`src/hdl/fsd_pkg.sv`:
```
package fsd_pkg;

	localparam int PIX_W      = 8;
	localparam int LWIDTH_W   = 12;
	localparam int LINE_W     = 11;
	localparam int SUM_W      = 29;
	localparam int FN_W       = 24;
	localparam int CFG_IDX_W  = 3;
	localparam int CFG_DATA_W = 12;

	localparam logic [PIX_W-1:0] BLACK_LEVEL = 8'd16;
	localparam logic [PIX_W-1:0] DIFF_OFFSET = 8'd128;

	localparam logic [LWIDTH_W-1:0] LINE_WIDTH_RST = 12'd720;
	localparam logic [LINE_W-1:0]   LINE_COUNT_RST = 11'd576;

	localparam logic [1:0] FO_PROGRESSIVE = 2'd0;
	localparam logic [1:0] FO_TOP_FIRST   = 2'd1;

	typedef enum logic [CFG_IDX_W-1:0] {
		CFG_LINE_WIDTH  = 3'd0,
		CFG_LINE_COUNT  = 3'd1,
		CFG_FIELD_ORDER = 3'd2,
		CFG_OUTPUT_KIND = 3'd3,
		CFG_HOLD_REF    = 3'd4,
		CFG_BLACK_REF   = 3'd5
	} cfg_idx_t;

	typedef struct packed {
		logic frame_end;
		logic odd_line;
	} pos_t;

	typedef struct packed {
		logic [PIX_W-1:0] pd;
		logic [SUM_W-1:0] sum;
		logic [FN_W-1:0]  fn;
		logic             half;
		logic             last;
	} res_t;

	typedef struct packed {
		logic va;
		logic vb;
		res_t a;
		res_t b;
	} push_t;

	function automatic logic [SUM_W-1:0] sat_add(input logic [SUM_W-1:0] a,
		input logic [SUM_W-1:0] b);
		logic [SUM_W:0] s;
		s = {1'b0, a} + {1'b0, b};
		return s[SUM_W] ? {SUM_W{1'b1}} : s[SUM_W-1:0];
	endfunction

endpackage

```
`src/hdl/fsd_addr.sv`:
```
module fsd_addr #(
	parameter int MAX_WIDTH = 2048,
	parameter int AW        = 21
) (
	input  logic                          clk,
	input  logic                          arst_n,
	input  logic                          accept,
	input  logic [fsd_pkg::LWIDTH_W-1:0]  line_width,
	input  logic [fsd_pkg::LINE_W-1:0]    line_count,
	output logic [AW-1:0]                 addr,
	output fsd_pkg::pos_t                 pos
);

	import fsd_pkg::*;

	localparam int CW = $clog2(MAX_WIDTH);
	localparam int WW = CW + 1;
	localparam int PW = LINE_W + WW + 1;

	logic [CW-1:0]     col_q;
	logic [LINE_W-1:0] line_q;
	logic [WW-1:0]     width_c;
	logic [LINE_W-1:0] lines_c;
	logic [WW-1:0]     col_inc;
	logic [LINE_W:0]   line_inc;
	logic              col_wrap;
	logic              line_wrap;
	logic [PW-1:0]     prod;

	always_comb begin
		if (line_width == '0) begin
			width_c = WW'(1);
		end else if (32'(line_width) > 32'(MAX_WIDTH)) begin
			width_c = WW'(MAX_WIDTH);
		end else begin
			width_c = WW'(line_width);
		end
		lines_c   = (line_count == '0) ? LINE_W'(1) : line_count;
		col_inc   = {1'b0, col_q} + WW'(1);
		line_inc  = {1'b0, line_q} + (LINE_W + 1)'(1);
		col_wrap  = col_inc >= width_c;
		line_wrap = line_inc >= {1'b0, lines_c};
		prod      = PW'(line_q) * PW'(width_c) + PW'(col_q);
		addr      = AW'(prod);
		pos.frame_end = col_wrap && line_wrap;
		pos.odd_line  = line_q[0];
	end

	always_ff @(posedge clk or negedge arst_n) begin
		if (!arst_n) begin
			col_q  <= '0;
			line_q <= '0;
		end else if (accept) begin
			if (col_wrap) begin
				col_q  <= '0;
				line_q <= line_wrap ? '0 : line_inc[LINE_W-1:0];
			end else begin
				col_q <= col_inc[CW-1:0];
			end
		end
	end

endmodule

```
`config.mk`:
```
export PLATFORM = sky130hd
export DESIGN_NAME = fsd_addr
export DESIGN_NICKNAME = d
export VERILOG_FILES = /design/src/hdl/fsd_pkg.sv /design/src/hdl/fsd_addr.sv
export SDC_FILE = /design/constraint.sdc
export NUM_CORES = 1
export LEC_CHECK = 0
export ABC_AREA = 0
export BUFFER_PORTS_ARGS = -buffer_cell sky130_fd_sc_hd__buf_2
export CAP_MARGIN = 5
export CORE_MARGIN = 3
export CORE_UTILIZATION = 30
export DETAILED_ROUTE_END_ITERATION = 7
export PLACE_DENSITY = 0.48
export SETUP_SLACK_MARGIN = 0.3
export SLEW_MARGIN = 20
export SYNTH_ARGS = -nofsm -noshare
export SYNTH_HDL_FRONTEND = slang
export SYNTH_SLANG_ARGS = --single-unit
```
`constraint.sdc`:
```
create_clock -name clk -period 6.35 [get_ports clk]
set_clock_uncertainty 0.15 [all_clocks]
set_input_delay 0 -clock clk [delete_from_list [all_inputs] [get_ports clk]]
set_output_delay 0 -clock clk [all_outputs]
set_load 0.1 [all_outputs]
```
# Word level (Yosys, flattened, before mapping)
# Cells that the tools add are included.
dict set report word_totals {
  reg_bits 22
  inputBits 26
  output_inout_bits 23
  wordCells 18
}
dict set report op_classes {
  addsub 3
  n_mul 1
  order_cmp 3
  mux 5
  reduce_logical 4
}
# operator count
set ops {}
lappend ops {{two-way mux 11 bit} 3}
lappend ops {{adder 11 x 1 -> 12 bit (second input constant)} 2}
lappend ops {{two-way mux 12 bit} 2}
lappend ops {{adder 21 x 11 -> 21 bit} 1}
lappend ops {{multiplier 11 x 12 -> 21 bit} 1}
lappend ops {{greater-or-equal comparator 12 x 11 -> 1 bit} 1}
lappend ops {{greater-or-equal comparator 12 bit} 1}
lappend ops {{> comparator 12 bit (second input constant)} 1}
lappend ops {{zero test 12 bit} 1}
lappend ops {{zero test 11 bit} 1}
lappend ops {{AND reduction 2 bit} 1}
lappend ops {{logical AND 1 bit} 1}

# Longest topological paths before layout
dict set report logic_depth {
  ltp_word 5
  depth_mapped 22
  mapped_depth_nobuf 20
}

# Worst setup path after synthesis
# No wires, ideal clock.
dict set report synth_timing {
  path_type {input-to-output}
  startpoint {input port line_width[9] (netlist bit)}
  endpoint {output port addr[19]}
  t_arrival_ps 6928
  required_time_ps 6200
  path_slack_ps -728
  stages 21
  n_path_buf 1
  cell_sequence {nor4_1 -> nand3_1 -> o21ai_0 -> and2_1 -> clkbuf_1 -> nand2_1 -> fa_1 -> inv_1 -> fa_1 -> fa_1 -> fa_1 -> inv_1 -> fa_1 -> inv_1 -> ha_1 -> a21o_1 -> a211o_1 -> a21o_1 -> o21ai_2 -> mux2i_1 -> a2111oi_2}
}
dict set report synth_via {
  elab_chain_cells 5
  elab_cells_between_ends 6
  classes_between {1 x add/sub; 1 x mul; 1 x order compare; 2 x mux; 1 x reduce/logical}
}
# element line
set synth_rtl {}
lappend synth_rtl {{start: declaration} fsd_addr.sv:8} ;# input logic [fsd_pkg::LWIDTH_W-1:0] line_width,
lappend synth_rtl {{> comparator 12 bit} fsd_addr.sv:33} ;# end else if (32'(line_width) > 32'(MAX_WIDTH)) begin
lappend synth_rtl {{two-way mux 12 bit} fsd_addr.sv:33}
lappend synth_rtl {{two-way mux 12 bit *} fsd_addr.sv:31} ;# if (line_width == '0) begin
lappend synth_rtl {{multiplier 11 x 12 -> 21 bit *} fsd_addr.sv:43} ;# prod = PW'(line_q) * PW'(width_c) + PW'(col_q);
lappend synth_rtl {{adder 21 x 11 -> 21 bit *} fsd_addr.sv:43}
lappend synth_rtl {{end: declaration} fsd_addr.sv:10} ;# output logic [AW-1:0] addr,
# Mark *: on every way between the ends. The rest lies on a longest branch, timed or not.

# Worst setup path after layout
dict set report layout_timing {
  startpoint {register line_q[7]}
  endpoint {output port addr[18]}
}
dict set report layout_via {
  elab_chain_cells 2
}
# element line
set layout_rtl {}
lappend layout_rtl {{start: declaration} fsd_addr.sv:21} ;# logic [LINE_W-1:0] line_q;
lappend layout_rtl {{start signal: assignment} fsd_addr.sv:56} ;# line_q <= line_wrap ? '0 : line_inc[LINE_W-1:0];
lappend layout_rtl {{multiplier 11 x 12 -> 21 bit} fsd_addr.sv:43}
lappend layout_rtl {{adder 21 x 11 -> 21 bit} fsd_addr.sv:43}
# No other way between the ends.

==> impl_metrics.tcl <==
set metrics [dict create \
    drt-total-wl_um 16000 \
    crit_top_cell "fa_1" \
    pre_cts_ws_ns 0.257 \
    r2r_slack_ns 2.44 \
    die_w_um 152 \
    cp_max_fo 10 \
    yosysWarningCount 0 \
    routedWlPerCell_um 14.6 \
    timing.rr.start "line_q[0]" \
    worst_pin_slew_ns 0.632 \
    slew_headroom 0.577 \
    clkTransAtPathRegs_ns 0.07 \
    seqCellArea_um2 557 \
    syn_avg_cell_area_um2 8.28 \
    cts_setup_buffers 0 \
    drv_cap 0 \
    antenna_found_initial 0 \
    final_design_area_no_fill_um2 7440 \
    cts_root_buf "clkbuf_16" \
    yosys_register_bits 22 \
    start_kind "flop" \
    arrival_ns 5.66 \
    cp_slowest_stage_delay_ns 0.54 \
    cp_cell_sequence "and2_1 > fa_1 > inv_1 > fa_1 > inv_1 > fa_1 > fa_1 > inv_1 > fa_1 > inv_1 > ha_1 > and3_1 > nand3_1 > o211ai_1 > a21boi_1 > o21ai_0 > buf_4 > xor2_4 > buf_12" \
    synth.distinct_cells 55 \
    cts_tree "yes" \
    power_density_nw_per_um2 431 \
    area_growth_pct 15.7 \
    place_congestion 0.846 \
    io_buffers 48 \
    setup_tns_ns 0 \
    clk_latency_ns 0.25 \
    rsz0062_at_grt "true" \
    post-route-period-util 0.915 \
    reg2regPathDepth 13 \
    rows 52 \
    setup_viol 0 \
    fin_ws_ns 0.542 \
    num_antenna_cells 0 \
    clock_sinks 22 \
    drive_gt1_frac 0.125 \
    grt_pass1_wl_um 26600 \
    slowest_stage "fa_1" \
    worstReg2RegEnd "line_q[5]" \
    globalRouteOverflowTotal 0 \
    die_area_um2 23200 \
    start_util 0.312 \
    grt_max_degree 23 \
    fin_crit_ns 5.81 \
    cts.htree.levels 1 \
    synth_area_um2 6430 \
    final-hold-violation-count 0 \
    clockBufferDepth 2 \
    grt_pass1_vias 5197 \
    cp.required_ns 6.20 \
    dpl_cell_area_um2 7290 \
    drc_errors 0 \
    path_delay_family "adder cells" \
    status "finished, final reports clean" \
    ys_async_sr_fraction 1.00 \
    hold_class "input pin to asynchronous set/reset pin" \
    nNetsFinal 1030 \
    slew_viol_final 0 \
    cp-end-kind "primary output" \
    max_freq_mhz 172 \
    hpwl_um 13700 \
    synth_edf_count 0 \
    ys_seq_area_frac 0.0856 \
    worstSetupPathType "flop to primary output" \
    gr-usage-all-layers 0.137 \
    ys.flop_type "dfrtp_1" \
    synth_fp_nets 980 \
    vdd_drop_max_uv 326 \
    multi_input_area_um2 5190 \
    fillers 2157 \
    via_per_inst 4.70 \
    ant_nets 0 \
    drtIter0Drc 218 \
    postSynthCellCount 777 \
    p_leak_nw 3.95 \
    first_pass_iters 4 \
    io_pins 49 \
    cp_num_buf_inv 6 \
    die_h_um 152 \
    cts-buffers-inserted 3 \
    core_area_um2 20600 \
    vias 5151 \
]
## power breakdown
part / total (mW) / switching, mW / internal (mW) / leakage [nW]
Clock: 0.180 / 0.0549 / 0.125 / 0.0511
Combinational: 2.77 / 1.92 / 0.851 / 3.62
Sequential: 0.253 / 0.0794 / 0.174 / 0.283
## stage by stage
stage	hold slack, ns	total power, mW	cells	util
final	0.115	3.20	1096	0.361
after global routing	0.191	3.47	1096	0.361
after CTS	0.141	3.24	1096	0.360
after detailed placement	-0.127	3.05	1090	0.353
after global placement	-0.127	3.05	1090	0.353
after floorplan	-0.446	2.36	777	-
## layout by cell type, fill, tap and decap left out, types with 9 or more instances in the layout
master / Yosys / routed
buf_4: 1 / 28
a32o_1: 9 / 9
ha_1: 78 / 78
inv_1: 171 / 171
xnor2_1: 26 / 21
fa_1: 99 / 99
nand3_1: 26 / 26
o21ai_0: 13 / 12
dfrtp_1: 22 / 17
nor2_1: 27 / 27
a21oi_1: 20 / 19
nor2b_1: 11 / 11
nand2_1: 111 / 111
and3_1: 10 / 10
buf_12: 0 / 9
buf_2: 4 / 39
and2_1: 36 / 35
## flip-flops by register name (all words and copies together) (netlist names)
name,count
line_q,11
col_q,11
## worst max-delay path by stage
stage / start / endpoint / slack [ns] / cells past startpoint
final: line_q[7] / addr[18] / 0.54 / 19
after global routing: line_q[7] / addr[18] / 0.24 / 19
after CTS: line_q[4] / addr[19] / 0.33 / 17
after detailed placement: line_width[9] / addr[19] / 0.26 / 22
after global placement: line_width[4] / addr[19] / 0.27 / 22
after floorplan: line_width[9] / addr[19] / 0.02 / 21
## layer usage
metal  vias to the layer above  part of all wire  global-route usage  routed length (um)
li1                       2541                 -                   -                   -
met1                      2525              0.48               0.197                7720
met2                        75              0.48               0.235                7710
met3                        10             0.023             0.00994                 365
met4                         0            0.0094              0.0128                 150
met5                         -                 0                   0                   0
## worst reg2reg max path, stage by stage, from the launching register on
cell,delay (ns)
dfrtp_1,0.59
buf_4,0.27
ha_1,0.25
nand3_1,0.16
or2_2,0.37
nor3_1,0.26
xor2_1,0.23
ha_1,0.27
a21oi_1,0.13
o21ai_0,0.10
a211oi_1,0.46
buf_4,0.27
nand2_1,0.13
o22ai_1,0.19
## Yosys cell counts, types with 2 or more instances
cell type	n	share of area
inv_1	171	0.10
nand2_1	111	0.065
fa_1	99	0.31
ha_1	78	0.15
and2_1	36	0.035
nor2_1	27	0.016
clkbuf_1	26	0.015
nand3_1	26	0.020
xnor2_1	26	0.035
dfrtp_1	22	0.086
a21oi_1	20	0.016
o21ai_0	13	0.010
nor2b_1	11	0.011
and3_1	10	0.0097
a32o_1	9	0.014
xor2_1	8	0.011
a21o_1	7	0.0082
nor3_1	7	0.0054
o21a_1	7	0.0082
nor4_1	5	0.0049
a211oi_1	4	0.0047
buf_2	4	0.0031
a31oi_1	3	0.0029
mux2i_1	3	0.0047
nand4_1	3	0.0029
o22ai_1	3	0.0029
or3_1	3	0.0029
a2111oi_2	2	0.0047
a211o_1	2	0.0027
a41oi_1	2	0.0027
buf_1	2	0.0012
nand2b_1	2	0.0019
o211a_1	2	0.0031
o211ai_1	2	0.0023
## cell families (layout without fill, tap and decap cells)
| family | Yosys count | after routing | synth area share |
|---|---|---|---|
| DFF | 22 | 22 | 0.0856 |
| adders and majority gates | 177 | 177 | 0.460 |
| muxes | 3 | 3 | 0.00467 |
| AOI/OAI and AO/OA | 91 | 91 | 0.102 |
| and+or+nand+nor | 245 | 245 | 0.180 |
| buffers and inverters | 205 | 254 | 0.121 |
| xor gates and xnor gates | 34 | 34 | 0.0463 |
## what timing repair did
| item | CTS | global route |
|---|---|---|
| endpoints found under the setup margin | 1 | 5 |
| endpoints found under the hold margin | 24 | 0 |
| hold buffers | 2 | 0 |
| resized for setup | 2 | 10 |
| pin swaps | 0 | 1 |
## final cells by class
cell class	count	share of cell area
multi-input combinational	550	0.697
clock inverter	1	0.00404
tap	270	0.0454
sequential	22	0.0748
inverter	172	0.0868
timing repair buffer	78	0.0814
clock buffer	3	0.0101
Power figures use the tool's default switching activity.
