## config.mk

```make
export PLATFORM = sky130hd
export DESIGN_NAME = fsd_proc
export DESIGN_NICKNAME = d
export VERILOG_FILES = /design/src/hdl/fsd_pkg.sv /design/src/hdl/fsd_proc.sv
export SDC_FILE = /design/constraint.sdc
export NUM_CORES = 1
export LEC_CHECK = 0
export ABC_AREA = 1
export BUFFER_PORTS_ARGS = -buffer_cell sky130_fd_sc_hd__buf_2
export CAP_MARGIN = 10
export CORE_ASPECT_RATIO = 1.75
export CORE_MARGIN = 2
export CORE_UTILIZATION = 29
export CTS_CLUSTER_DIAMETER = 100
export DETAILED_ROUTE_END_ITERATION = 6
export PLACE_DENSITY = 0.51
export SETUP_SLACK_MARGIN = 0.3
export SLEW_MARGIN = 20
export SYNTH_ARGS = -nofsm -noshare
export SYNTH_HDL_FRONTEND = slang
export SYNTH_SLANG_ARGS = --single-unit
export TNS_END_PERCENT = 5
```

## constraint.sdc

```tcl
create_clock -name clk -period 14.89 [get_ports clk]
set_clock_uncertainty 0.15 [all_clocks]
set_input_delay 2.978 -clock clk [delete_from_list [all_inputs] [get_ports clk]]
set_output_delay 2.978 -clock clk [all_outputs]
set_load 0.02 [all_outputs]
```

## src/hdl/fsd_pkg.sv

```systemverilog
package fsd_pkg;

	localparam int PIX_W      = 8;
	localparam int LWIDTH_W   = 12;
	localparam int LINE_W     = 11;
	localparam int SUM_W      = 29;
	localparam int FN_W       = 24;
	localparam int CFG_IDX_W  = 3;
	localparam int CFG_DATA_W = 12;

	localparam logic [PIX_W-1:0] BLACK_LEVEL = 8'd16;
	localparam logic [PIX_W-1:0] DIFF_OFFSET = 8'd128;

	localparam logic [LWIDTH_W-1:0] LINE_WIDTH_RST = 12'd720;
	localparam logic [LINE_W-1:0]   LINE_COUNT_RST = 11'd576;

	localparam logic [1:0] FO_PROGRESSIVE = 2'd0;
	localparam logic [1:0] FO_TOP_FIRST   = 2'd1;

	typedef enum logic [CFG_IDX_W-1:0] {
		CFG_LINE_WIDTH  = 3'd0,
		CFG_LINE_COUNT  = 3'd1,
		CFG_FIELD_ORDER = 3'd2,
		CFG_OUTPUT_KIND = 3'd3,
		CFG_HOLD_REF    = 3'd4,
		CFG_BLACK_REF   = 3'd5
	} cfg_idx_t;

	typedef struct packed {
		logic frame_end;
		logic odd_line;
	} pos_t;

	typedef struct packed {
		logic [PIX_W-1:0] pd;
		logic [SUM_W-1:0] sum;
		logic [FN_W-1:0]  fn;
		logic             half;
		logic             last;
	} res_t;

	typedef struct packed {
		logic va;
		logic vb;
		res_t a;
		res_t b;
	} push_t;

	function automatic logic [SUM_W-1:0] sat_add(input logic [SUM_W-1:0] a,
		input logic [SUM_W-1:0] b);
		logic [SUM_W:0] s;
		s = {1'b0, a} + {1'b0, b};
		return s[SUM_W] ? {SUM_W{1'b1}} : s[SUM_W-1:0];
	endfunction

endpackage

```

## src/hdl/fsd_proc.sv

```systemverilog
module fsd_proc #(
	parameter int AW = 21
) (
	input  logic                       clk,
	input  logic                       arst_n,
	input  logic                       accept,
	input  logic [AW-1:0]              addr,
	input  fsd_pkg::pos_t              pos,
	input  logic [fsd_pkg::PIX_W-1:0]  luma,
	input  logic [fsd_pkg::PIX_W-1:0]  rdata,
	input  logic                       output_kind,
	input  logic [1:0]                 field_order,
	input  logic                       hold_reference,
	input  logic                       black_reference,
	output logic                       ram_we,
	output logic [AW-1:0]              ram_waddr,
	output logic [fsd_pkg::PIX_W-1:0]  ram_wdata,
	output logic                       s1_valid,
	output fsd_pkg::push_t             push
);

	import fsd_pkg::*;

	logic              v_s1;
	logic [PIX_W-1:0]  luma_s1;
	logic [AW-1:0]     addr_s1;
	pos_t              pos_s1;
	logic              fwd_s1;
	logic [PIX_W-1:0]  fwd_data_s1;

	logic              ref_valid_q;
	logic [SUM_W-1:0]  even_q;
	logic [SUM_W-1:0]  odd_q;
	logic [FN_W-1:0]   fc_q;

	logic              cmp;
	logic [PIX_W-1:0]  refv;
	logic [PIX_W-1:0]  ad;
	logic [SUM_W-1:0]  even_nx;
	logic [SUM_W-1:0]  odd_nx;
	logic [FN_W-1:0]   fc_inc;

	assign s1_valid  = v_s1;
	assign ram_we    = v_s1 && (!hold_reference || !ref_valid_q);
	assign ram_waddr = addr_s1;
	assign ram_wdata = luma_s1;

	always_comb begin
		cmp     = black_reference || ref_valid_q;
		refv    = black_reference ? BLACK_LEVEL : (fwd_s1 ? fwd_data_s1 : rdata);
		ad      = (luma_s1 > refv) ? (luma_s1 - refv) : (refv - luma_s1);
		even_nx = pos_s1.odd_line ? even_q : sat_add(even_q, SUM_W'(ad));
		odd_nx  = pos_s1.odd_line ? sat_add(odd_q, SUM_W'(ad)) : odd_q;
		fc_inc  = (fc_q == {FN_W{1'b1}}) ? fc_q : fc_q + FN_W'(1);

		push = '0;
		if (v_s1 && cmp) begin
			if (output_kind) begin
				push.va     = 1'b1;
				push.a.pd   = luma_s1 - refv + DIFF_OFFSET;
				push.a.fn   = fc_inc;
				push.a.last = 1'b1;
			end else if (pos_s1.frame_end) begin
				push.va   = 1'b1;
				push.a.fn = fc_inc;
				push.b.fn = fc_inc;
				case (field_order)
					FO_PROGRESSIVE: begin
						push.a.sum  = sat_add(even_nx, odd_nx);
						push.a.last = 1'b1;
					end
					FO_TOP_FIRST: begin
						push.vb     = 1'b1;
						push.a.sum  = even_nx;
						push.b.sum  = odd_nx;
						push.b.half = 1'b1;
						push.b.last = 1'b1;
					end
					default: begin
						push.vb     = 1'b1;
						push.a.sum  = odd_nx;
						push.b.sum  = even_nx;
						push.b.half = 1'b1;
						push.b.last = 1'b1;
					end
				endcase
			end
		end
	end

	// The word leaving this stage writes the store on the same edge that the
	// next word reads it, so a matching address takes the written pixel instead.
	always_ff @(posedge clk) begin
		luma_s1     <= luma;
		addr_s1     <= addr;
		pos_s1      <= pos;
		fwd_s1      <= ram_we && (addr == addr_s1);
		fwd_data_s1 <= luma_s1;
	end

	always_ff @(posedge clk or negedge arst_n) begin
		if (!arst_n) begin
			v_s1        <= 1'b0;
			ref_valid_q <= 1'b0;
			even_q      <= '0;
			odd_q       <= '0;
			fc_q        <= '0;
		end else begin
			v_s1 <= accept;
			if (v_s1) begin
				if (cmp) begin
					even_q <= even_nx;
					odd_q  <= odd_nx;
				end
				if (pos_s1.frame_end) begin
					if (cmp) begin
						fc_q <= fc_inc;
					end
					even_q      <= '0;
					odd_q       <= '0;
					ref_valid_q <= 1'b1;
				end
			end
		end
	end

endmodule

```

# After elaboration in Yosys (flattened, before gate mapping)
# Index checks and enable logic that the tools add are counted.
op_classes:
  add_sub_neg: 7
  n_lt_le_gt_ge: 1
  eq_ne: 3
  muxes: 32
  n_reduce_logical: 12
ops:
  columns: ["cell", "count"]
  rows:
  - ["29-bit 2-to-1 mux", 10]
  - ["55-bit 2-to-1 mux", 3]
  - ["29-bit case mux with 2 select lines", 2]
  - ["63-bit 2-to-1 mux", 1]
  - ["29-bit by 8-bit adder with 30-bit output", 2]
  - ["53-bit 2-to-1 mux", 1]
  - ["24-bit 2-to-1 mux", 2]
  - ["8-bit 2-to-1 mux", 4]
  - ["29-bit by 29-bit adder with 30-bit output", 1]
  - ["24-bit by 1-bit adder with 24-bit output (second input constant)", 1]
  - ["24-bit == test (second input constant)", 1]
  - ["21-bit == test", 1]
  - ["8-bit subtractor", 2]
  - ["8-bit adder (second input constant)", 1]
  - ["8-bit greater-than comparator", 1]
  - ["1-bit 2-to-1 mux", 7]
  - ["2-bit 2-to-1 mux", 2]
  - ["2-bit AND reduction", 2]
  - ["1-bit logical AND", 3]
  - ["3-bit AND reduction", 1]
  - ["2-bit by 1-bit == test with 1-bit output (second input constant)", 1]
  - ["1-bit logical NOT", 2]
  - ["2-bit logical NOT", 1]
  - ["1-bit logical OR", 2]
  - ["2-bit nonzero test", 1]
word_totals:
  ff_bits: 124
  input_bits: 47
  out_inout_bits: 159
  elab_cells: 66

# Longest topological paths before layout
# Gate-level depths: netlist of the first run.
depth:
  depth_word: 13
  ltp_mapped: 43
  depth_no_buf: 41

# Worst setup path after synthesis of the first run
# No wires, ideal clock.
synth_path:
  kind: "input-to-output"
  startpoint: "in black_reference"
  endpoint: "out push[111] in the netlist's numbering"
  arrival_ns: 7.745
  t_required_ns: 11.762
  setup_slack_ns: 4.017
  path_stages: 36
  path_buffers: 2
  cell_sequence: "buf_4 nor3_1 inv_1 fa_1 nand2_1 nand2_1 nand2_1 o311ai_1 nand2_1 buf_2 nor2_1 a21oi_1 ha_1 nand2_2 inv_2 a21boi_2 inv_1 nand2_1 nand2_2 a21oi_1 nand2_1 nand2_1 inv_1 ha_1 fa_1 nand3_1 nand3_1 nand2_1 nand2_1 nand2_1 nand2_1 nand3_1 nand3_1 nand2_1 nor2_1 nor2_1"
synth_lines:
  columns: ["element", "line_no", "text"]
  rows:
  - ["from (decl)", "fsd_proc.sv:14", "input logic black_reference,"]
  - ["to (decl)", "fsd_proc.sv:19", "output fsd_pkg::push_t push"]

==> metrics.md, run 1 <==
| Metric | Value |
|---|---|
| Run status | `finished clean` |
| Starting Density | `29.4%` |
| Boundary Pins | `206` |
| Cell at the slowest stage of the critical path | `o21ai_0` |
| Slack of the critical path | `1840 ps` |
| Tightest Pin Transition | `1040 ps` |
| Sum Neg Setup Slack | `0 ps` |
| Share of total power in the clock network | `34.1%` |
| Worst slew slack as a fraction of its limit | `30.7%` |
| CTS HTree Levels | `4` |
| Post-DR vias/cell | `5.03` |
| Type of element launching the critical path | `input pin` |
| Gates resized, CTS repair | `0` |
| Placement Rows | `101` |
| Antenna violations before repair | `0` |
| DRC Markers | `0` |
| Count of clock tree sinks | `124` |
| Global-route usage over all layers | `23.6%` |
| Post-Syn Instances | `2,037` |
| Clock tree from TritonCTS | `done` |
| Area inside the core boundary | `0.0433 sq mm` |
| Placer Congestion | `0.974` |
| Synth warnings | `0` |
| Count of inserted antenna diode cells | `0` |
| Routed via count | `13,900` |
| Gate power share | `36.2%` |
| Peak Freq | `76.6 MHz` |
| Place WS | `1830 ps` |
| Leftover overflow at the end of global routing | `0` |
| Global-route wire length before repair | `81,400 um` |
| Endpoints failing setup | `0` |
| Seq cells post-synth | `124` |
| Post-synthesis cell area | `0.0127 sq mm` |
| Overall routed net length | `53,400 um` |
| CP Data Required Time | `11,760 ps` |
| Period minus WS final | `13,050 ps` |
| Hold Buf Count CTS | `0` |
| Post-synthesis average cell area | `6.25 sq um` |
| Port Buffer Count | `196` |
| Clock Tree Buf Depth | `2` |
| Final period utilization | `87.7%` |
| Total power consumption of the routed design | `1260 uW` |
| Iteration-0 DRC Markers | `758` |
| Proportion of total power due to net switching | `40.8%` |
| Post-CTS Setup Bufs | `0` |
| Portion of total power attributed to sequential cells | `29.7%` |
| RSZ-0062 raised after global routing | `false` |
| Pin count of the biggest net entering global routing | `55` |
| Utilization after layout | `33.8%` |
| Number of maximum-capacitance constraint violations | `0` |
| Count of nets left with antenna violations after detail routing | `0` |
| Clock slew at the register clock pins of the worst setup and hold paths | `60 ps` |
| Final cell count without fillers | `2,770` |
| Primary FF master, synth | `dfrtp_1` |
| Largest vdd supply drop | `0.0000845 V` |
| Max FO, Critical Path | `22` |
| Die span in x | `162 um` |
| Pins over their slew limit | `0` |
| Type of element capturing the critical path | `output port` |
| Max incr delay on CP | `620 ps` |
| Number of synthesized flops with an enable pin | `0` |
| Die outline area | `0.0456 sq mm` |
| Post-detailed-route wirelength per cell | `19.3 um` |
| Most common cell on crit path | `nand2_1` |
| Buffer and inverter count on the worst path | `8` |
| Share of cells above drive strength 1 | `17.0%` |
| Number of library cell types mapped by synthesis | `59` |
| TritonCTS buffer count | `17` |
| Type of the worst min-delay path | `reg2reg` |
| Async set-reset flop share out of synthesis | `67.7%` |
| Clock latency of the later-clocked register in the worst-skew pair | `450 ps` |
| Number of global-route vias before repair | `14,000` |
| Length of the first detailed-routing pass in iterations | `6` |
| Worst Path Class, Setup | `in2out` |
| Count of placed standard cells including taps | `2,738` |
| Worst path arrival time | `9920 ps` |
| CTS root buf | `clkbuf_16` |
| Sequential area share after synthesis | `22.8%` |
| Total internal power | `745 uW` |
| Reported net switching power | `513 uW` |
| Cell Pwr Density | `85.9 mW/mm^2` |
| Cell family with the largest share of critical-path delay | `simple AND/OR/NAND/NOR gates` |
| Leakage | `0.00755 uW` |
| Half-perimeter wire length after detailed placement | `42,500 um` |
| Number of endpoints with negative hold slack in the final report | `0` |
| Vert. Die Dim | `281 um` |
| Number of nets in the layout | `2,304` |
| Area growth from synthesis to layout | `15.1%` |
cell usage after synthesis (3+ instances only):
cell        n  area (sq um)
nand2_1   610          2290
inv_1     276          1040
nor2_1    186           698
nand3_1   148           741
o21ai_0    87           435
a21oi_1    85           425
dfrtp_1    84          2100
nand4_1    62           388
ha_1       61           763
xor2_1     42           368
dfxtp_1    40           801
nand3_2    39           390
nor3_1     38           190
clkbuf_1   25          93.8
xnor2_1    25           219
nand2_2    23           144
nor2_2     19           119
buf_2      17          85.1
buf_4      15           113
inv_2      15          56.3
o22ai_1    15          93.8
nand3_4    13           228
o21ai_1    11          55.1
and2_1     10          62.6
nand3b_1    9          67.6
buf_1       8          30.0
buf_6       8          90.1
a21oi_2     6          52.6
fa_1        5           100
nand2_4     5          56.3
nor4_1      5          31.3
or2_2       5          31.3
nor2_4      4          45.0
a21o_1      3          22.5
o21bai_1    3          22.5
final cells by class:
cell class | count | area, sq um
fill | 4872 | 28700
tap | 566 | 708
sequential | 124 | 2900
timing repair buffer | 203 | 1040
clock inverter | 7 | 45.0
clock buffer | 25 | 538
inverter | 294 | 1110
multi-input combinational | 1551 | 8300
cell families (layout without fill, tap and decap cells):
| family | Yosys count | in the layout | synth area share, % |
|---|---|---|---|
| compound gates | 224 | 224 | 9.61 |
| xor+xnor | 67 | 67 | 4.61 |
| fa+ha+maj | 66 | 66 | 6.79 |
| buf+inv | 370 | 529 | 12.3 |
| flops | 124 | 124 | 22.8 |
| other cells | 1 | 9 | 0.0295 |
| simple gates | 1185 | 1185 | 43.9 |
state kept, by name, summed over array words and instances, names as in the netlist:
| register | cells |
|---|---|
| fwd_data_s1 | 8 |
| ref_valid_q | 1 |
| even_q | 29 |
| ram_waddr | 21 |
| ram_wdata | 8 |
| fc_q | 24 |
| fwd_s1 | 1 |
| odd_q | 29 |
| s1_valid | 1 |
| pos_s1 | 2 |
metrics by stage:
step	cell area, sq um	hold WS, ps
floorplan	12800	299
global placement	14100	222
detailed placement	14100	220
CTS	14600	232
global route	14600	251
finish	14600	230
worst paths after layout:
check                                     start                      to  slack, ps  cells after the start
max in group asynchronous                arst_n   even_q[7]$_DFFE_PN0P_      11050                      2
min                        ram_wdata[7]$_DFF_P_  fwd_data_s1[7]$_DFF_P_        230                      0
max reg2reg                      fwd_s1$_DFF_P_    odd_q[8]$_DFFE_PN0P_       9160                     21
min in group asynchronous                arst_n   even_q[2]$_DFFE_PN0P_       2380                      1
min reg2reg                ram_wdata[7]$_DFF_P_  fwd_data_s1[7]$_DFF_P_        230                      0
max                             black_reference               push[117]       1840                     34
power by group through the flow:
stage	clock network [uW]	logic (uW)	registers, uW
2_1_floorplan	0	318	377
3_3_place_gp	0	454	379
3_5_place_dp	0	454	380
4_1_cts	438	456	373
5_1_grt	450	504	376
6_report	429	456	373
layer usage:
layer / track usage (%) / up-vias / share of wire, %
met5: 0 / - / 0
met4: 18.6 / 0 / 8.7
met3: 3.19 / 143 / 5.0
met2: 43.1 / 513 / 51
met1: 23.9 / 6469 / 36
li1: - / 6814 / -
cell usage in the layout (no fill, tap or decap), drive strengths merged, types with 40 or more instances in the layout:
cell   count
nand2    638
inv      298
nor2     209
buf      203
nand3    200
o21ai    100
a21oi     91
dfrtp     84
nand4     63
ha        61
xor2      42
nor3      41
dfxtp     40
(Power assumes the default switching activity.)
==> run 2, diff against run 1 <==
- BUFFER_PORTS_ARGS: -buffer_cell sky130_fd_sc_hd__buf_2 -> -buffer_cell sky130_fd_sc_hd__buf_4
- clock period: 14.89 -> 15.1 ns (I/O delays scaled with it)
==> metrics.md, run 2 (synthesis gave the netlist of run 1 again) <==
| Metric | Value |
|---|---|
| Placer Congestion | `0.929` |
| Cell Pwr Density | `82.1 mW/mm^2` |
| Hold Buf Count CTS | `0` |
| Utilization after layout | `34.9%` |
| Sum Neg Setup Slack | `0 ps` |
| CTS HTree Levels | `4` |
| Top layer used by detailed routing | `met4` |
| Number of global-route vias before repair | `14,000` |
| Total power consumption of the routed design | `1240 uW` |
| Largest registers ranked by flip-flop count | `even_q: 29 flops, odd_q: 29 flops, fc_q: 24 flops` |
| Placement Rows | `101` |
| Pins over their slew limit | `0` |
| Port Buffer Count | `196` |
| Gates resized, CTS repair | `0` |
| Global-route usage over all layers | `23.5%` |
| Boundary Pins | `206` |
| Share of cells above drive strength 1 | `17.0%` |
| Number of nets in the layout | `2,305` |
| Type of element capturing the critical path | `output port` |
| Clock slew at the register clock pins of the worst setup and hold paths | `60 ps` |
| Type of the worst min-delay path | `reg2reg` |
| Run status | `finished clean` |
| Leakage | `0.00761 uW` |
| Period minus WS final | `12,920 ps` |
| Clock Tree Buf Depth | `2` |
| Length of the first detailed-routing pass in iterations | `6` |
| Clock tree from TritonCTS | `done` |
| Overall routed net length | `53,200 um` |
| CTS root buf | `clkbuf_16` |
| Vert. Die Dim | `281 um` |
| Type of element launching the critical path | `input pin` |
| Post-DR vias/cell | `5.00` |
| Routed via count | `13,900` |
| Die span in x | `162 um` |
| TritonCTS buffer count | `17` |
| Peak Freq | `77.4 MHz` |
| Global-route wire length before repair | `80,700 um` |
| Final period utilization | `85.6%` |
| Half-perimeter wire length after detailed placement | `42,300 um` |
| Area inside the core boundary | `0.0433 sq mm` |
| Most common cell on crit path | `nand2_1` |
| Largest vdd supply drop | `0.0000748 V` |
| Tightest Pin Transition | `1110 ps` |
| Count of nets left with antenna violations after detail routing | `0` |
| Count of clock tree sinks | `124` |
| Post-CTS Setup Bufs | `0` |
| Starting Density | `29.4%` |
| Die outline area | `0.0456 sq mm` |
| WHS | `224 ps` |
| Commonest non-fill, non-tap cell in the layout | `nand2_1` |
| Clock latency of the later-clocked register in the worst-skew pair | `450 ps` |
| Leading cell types in the layout, fill and taps excluded | `610 x nand2_1, 276 x inv_1, 204 x buf_4` |
| CP Data Required Time | `11,930 ps` |
| Count of inserted antenna diode cells | `0` |
| Max incr delay on CP | `590 ps` |
| Pin count of the biggest net entering global routing | `62` |
| Iteration-0 DRC Markers | `802` |
| Worst path arrival time | `9750 ps` |
| Endpoints failing setup | `0` |
| Worst Path Class, Setup | `in2out` |
| Leftover overflow at the end of global routing | `0` |
| Number of maximum-capacitance constraint violations | `0` |
| RSZ-0062 raised after global routing | `false` |
| Number of endpoints with negative hold slack in the final report | `0` |
| Antenna violations before repair | `0` |
| Wl on met1 | `18,900 um` |
| Max FO, Critical Path | `22` |
| Post-detailed-route wirelength per cell | `19.2 um` |
| DR WL met2 | `27,100 um` |
| Met3 Routed Length | `2760 um` |
| DRC Markers | `0` |
| Area growth from synthesis to layout | `18.8%` |
| Worst slew slack as a fraction of its limit | `26.0%` |
| Cell at the slowest stage of the critical path | `o21ai_0` |
-- run 2: changes by cell type in the layout (fill, tap and decap cells not counted) --
cell,previous run,this run
buf_2,195,0
bufinv_16,0,1
clkinv_2,2,5
clkbuf_8,4,2
nor2_4,6,5
inv_4,6,5
nor2_2,18,19
buf_4,8,204
clkbuf_16,19,18
-- run 2: final cells by class --
class	count	area [sq um]
Inverter	294	1110
Sequential cell	124	2900
Clock buffer	22	485
Clock inverter	10	83.8
Tap cell	566	708
Timing Repair Buffer	204	1530
Multi-Input combinational cell	1551	8300
Fill cell	4823	28200
-- run 2: power breakdown --
part	switching (uW)	internal, uW
logic	309	149
registers	18.9	348
clock network	171	244
total	500	742
-- run 2: per-layer routing --
metal	vias up	global-route usage, %
met2	467	43.1
met1	6428	23.2
met3	140	4.19
met4	0	17.7
met5	-	0
li1	6818	-
-- run 2: worst paths after layout --
check                                startpoint                     end  slack (ps)  cells after the start
max in group asynchronous                arst_n   odd_q[14]$_DFFE_PN0P_       11210                      2
setup / recovery                black_reference               push[105]        2180                     34
min in group asynchronous                arst_n   even_q[3]$_DFFE_PN0P_        2360                      1
hold / removal             ram_wdata[7]$_DFF_P_  fwd_data_s1[7]$_DFF_P_         220                      0
setup reg to reg                 fwd_s1$_DFF_P_    odd_q[8]$_DFFE_PN0P_        9650                     21
hold reg to reg            ram_wdata[7]$_DFF_P_  fwd_data_s1[7]$_DFF_P_         220                      0
-- run 2: metrics by stage --
stage	instances	instance area, sq um	setup slack, ps
4_1_cts	2771	15100	2100
5_1_grt	2771	15100	1550
3_3_place_gp	2739	14500	2130
3_5_place_dp	2739	14500	2110
2_1_floorplan	2045	12800	4140
6_report	2771	15100	2180
-- run 2: critical path: cells and delay by family --
kind	cells	cell delay (ps)
adder cells (fa/ha/maj)	3	1400
AND/OR/NAND/NOR	20	3180
buffers and inverters	8	1220
AO/OA/AOI/OAI	3	890
==> run 3, diff against run 2 <==
- ABC_AREA: 1 -> default
- CORE_UTILIZATION: 29 -> 45
- PLACE_DENSITY: 0.51 -> 0.71
==> metrics.md, run 3 <==
| Metric | Value |
|---|---|
| Area inside the core boundary | `0.0226 sq mm` |
| DRC Markers | `0` |
| Synth cell count leaders | `146 x nor2_1, 86 x nand2_1, 84 x dfrtp_1, 77 x xnor2_1, 75 x a21oi_1` |
| Final cell count without fillers | `1,719` |
| Run status | `finished clean` |
| Worst path arrival time | `11,210 ps` |
| Die span in x | `118 um` |
| Clock slew at the register clock pins of the worst setup and hold paths | `60 ps` |
| Clock latency of the later-clocked register in the worst-skew pair | `440 ps` |
| Synth warnings | `0` |
| Die outline area | `0.0240 sq mm` |
| Number of endpoints with negative hold slack in the final report | `0` |
| Number of synthesized flops with an enable pin | `0` |
| Largest registers ranked by flip-flop count | `even_q: 29 flops, odd_q: 29 flops, fc_q: 24 flops` |
| Number of nets in the layout | `1,519` |
| Pins over their slew limit | `0` |
| Fraction of post-synthesis cell area in the top cell type by area | `20.5%` |
| Type of element capturing the critical path | `output port` |
| Iteration-0 DRC Markers | `807` |
| Post-synthesis cell area | `0.0102 sq mm` |
| Count of inserted antenna diode cells | `0` |
| Type of element launching the critical path | `input pin` |
| Post-synthesis average cell area | `8.24 sq um` |
| Count of placed standard cells including taps | `1,687` |
| Number of maximum-capacitance constraint violations | `0` |
| Post-Syn Instances | `1,242` |
| Endpoints failing setup | `0` |
| Cell Pwr Density | `103 mW/mm^2` |
| Max FO, Critical Path | `17` |
| Most instantiated library cell after synthesis | `nor2_1` |
| Routed via count | `10,500` |
| Slack of the critical path | `721 ps` |
| Clock tree from TritonCTS | `done` |
| Type of the worst min-delay path | `reg2reg` |
| Leading cell types in the layout, fill and taps excluded | `212 x buf_4, 146 x nor2_1, 86 x nand2_1` |
| Sequential area share after synthesis | `28.4%` |
| Place WS | `1000 ps` |
| RSZ-0062 raised after global routing | `false` |
| Period minus WS final | `14,380 ps` |
| Placement Rows | `73` |
| Final period utilization | `95.2%` |
| Worst slew slack as a fraction of its limit | `33.8%` |
| Overall routed net length | `37,400 um` |
| Share of cells above drive strength 1 | `21.0%` |
| Area growth from synthesis to layout | `22.3%` |
| Seq cells post-synth | `124` |
| CP Data Required Time | `11,930 ps` |
| Placer Congestion | `1.01` |
| TritonCTS buffer count | `17` |
| Number of global-route vias before repair | `10,700` |
| Worst Path Class, Setup | `in2out` |
| Vert. Die Dim | `203 um` |
| Length of the first detailed-routing pass in iterations | `5` |
| CTS root buf | `clkbuf_16` |
| Port Buffer Count | `196` |
| Hold Buf Count CTS | `0` |
| Post-detailed-route wirelength per cell | `21.7 um` |
| Half-perimeter wire length after detailed placement | `28,500 um` |
| Number of library cell types mapped by synthesis | `75` |
| Peak Freq | `69.5 MHz` |
| CTS HTree Levels | `4` |
| Pin count of the biggest net entering global routing | `68` |
| Global-route usage over all layers | `30.9%` |
| Tightest Pin Transition | `993 ps` |
| Gates resized, CTS repair | `0` |
| Cell at the slowest stage of the critical path | `o31ai_4` |
| Biggest area consumer among synthesized cells | `dfrtp_1` |
| Sum Neg Setup Slack | `0 ps` |
| Starting Density | `45.4%` |
| Post-CTS Setup Bufs | `0` |
| Leakage | `0.00573 uW` |
| Commonest non-fill, non-tap cell in the layout | `buf_4` |
| Final-layout fill cell count | `2,108` |
| Antenna violations before repair | `0` |
| Boundary Pins | `206` |
| Global-route wire length before repair | `57,800 um` |
| Largest cells by area after synthesis | `dfrtp_1 21%, dfxtp_1 7.8%, ha_1 7.5%` |
| Leftover overflow at the end of global routing | `0` |
| Primary FF master, synth | `dfrtp_1` |
| Clock Tree Buf Depth | `2` |
| R2r setup slk | `8890 ps` |
| Async set-reset flop share out of synthesis | `67.7%` |
| Post-DR vias/cell | `6.08` |
| Count of clock tree sinks | `124` |
| Max incr delay on CP | `540 ps` |
| Largest vdd supply drop | `0.0000836 V` |
| Count of nets left with antenna violations after detail routing | `0` |
run 3: power breakdown:
part	internal [uW]	leakage (uW)	switching [uW]
Combinational	189	0.00397	300
Clock	246	0.000282	169
Sequential	353	0.00148	29.5
run 3: stage by stage:
stage               hold WS (ps)  area, sq um  total power [uW]  util, %
floorplan                    299        10300               718        -
global placement             228        11900               858     52.9
detailed placement           233        11900               864     52.9
CTS                          243        12500              1280     55.5
global route                 258        12500              1350     55.5
finish                       242        12500              1290     55.5
run 3: final timing paths:
check | from | end | cells after the start
worst max-delay path | black_reference | push[103] | 31
worst min-delay path | ram_wdata[7]$_DFF_P_ | fwd_data_s1[7]$_DFF_P_ | 0
worst min register to register | ram_wdata[7]$_DFF_P_ | fwd_data_s1[7]$_DFF_P_ | 0
min in group asynchronous | arst_n | even_q[4]$_DFFE_PN0P_ | 1
worst max register to register | fwd_s1$_DFF_P_ | even_q[15]$_DFFE_PN0P_ | 22
max in group asynchronous | arst_n | odd_q[28]$_DFFE_PN0P_ | 2
run 3: cell type report:
type	instances	area (sq um)	share of cell area, %
Tap cell	300	375	3.00
Inverter	52	195	1.56
Multi-Input combinational cell	999	6860	54.8
Sequential cell	124	2900	23.2
Clock inverter	11	106	0.850
Timing Repair Buffer	212	1590	12.7
Clock buffer	21	482	3.85
run 3: cells by family (layout without fill, tap and decap cells):
kind of cell               after synthesis  after routing  synth area share [%]
AOI/OAI and AO/OA                      348            348                  24.1
xor gates and xnor gates               137            137                  11.7
adders and majority gates               66             66                  8.44
DFF                                    124            124                  28.4
and+or+nand+nor                        414            414                  19.5
buffers and inverters                  127            296                  5.22
other                                    1              9                0.0366
muxes                                   25             25                  2.57
run 3: layer usage:
metal | routed length (um) | track usage, % | up-vias | share of wire (%)
met3 | 2220 | 5.31 | 173 | 6.0
met5 | 0 | 0 | - | 0
met4 | 3070 | 24.4 | 0 | 8.2
met1 | 13000 | 30.6 | 4925 | 35
li1 | - | - | 4804 | -
met2 | 19000 | 56.3 | 558 | 51
run 3: worst max-delay path, delay by kind of cell:
kind / cells / cell delay, ps
compound gates: 17 / 5250
xor+xnor: 1 / 280
fa+ha+maj: 4 / 1100
buf+inv: 6 / 920
mux: 1 / 170
simple gates: 2 / 490
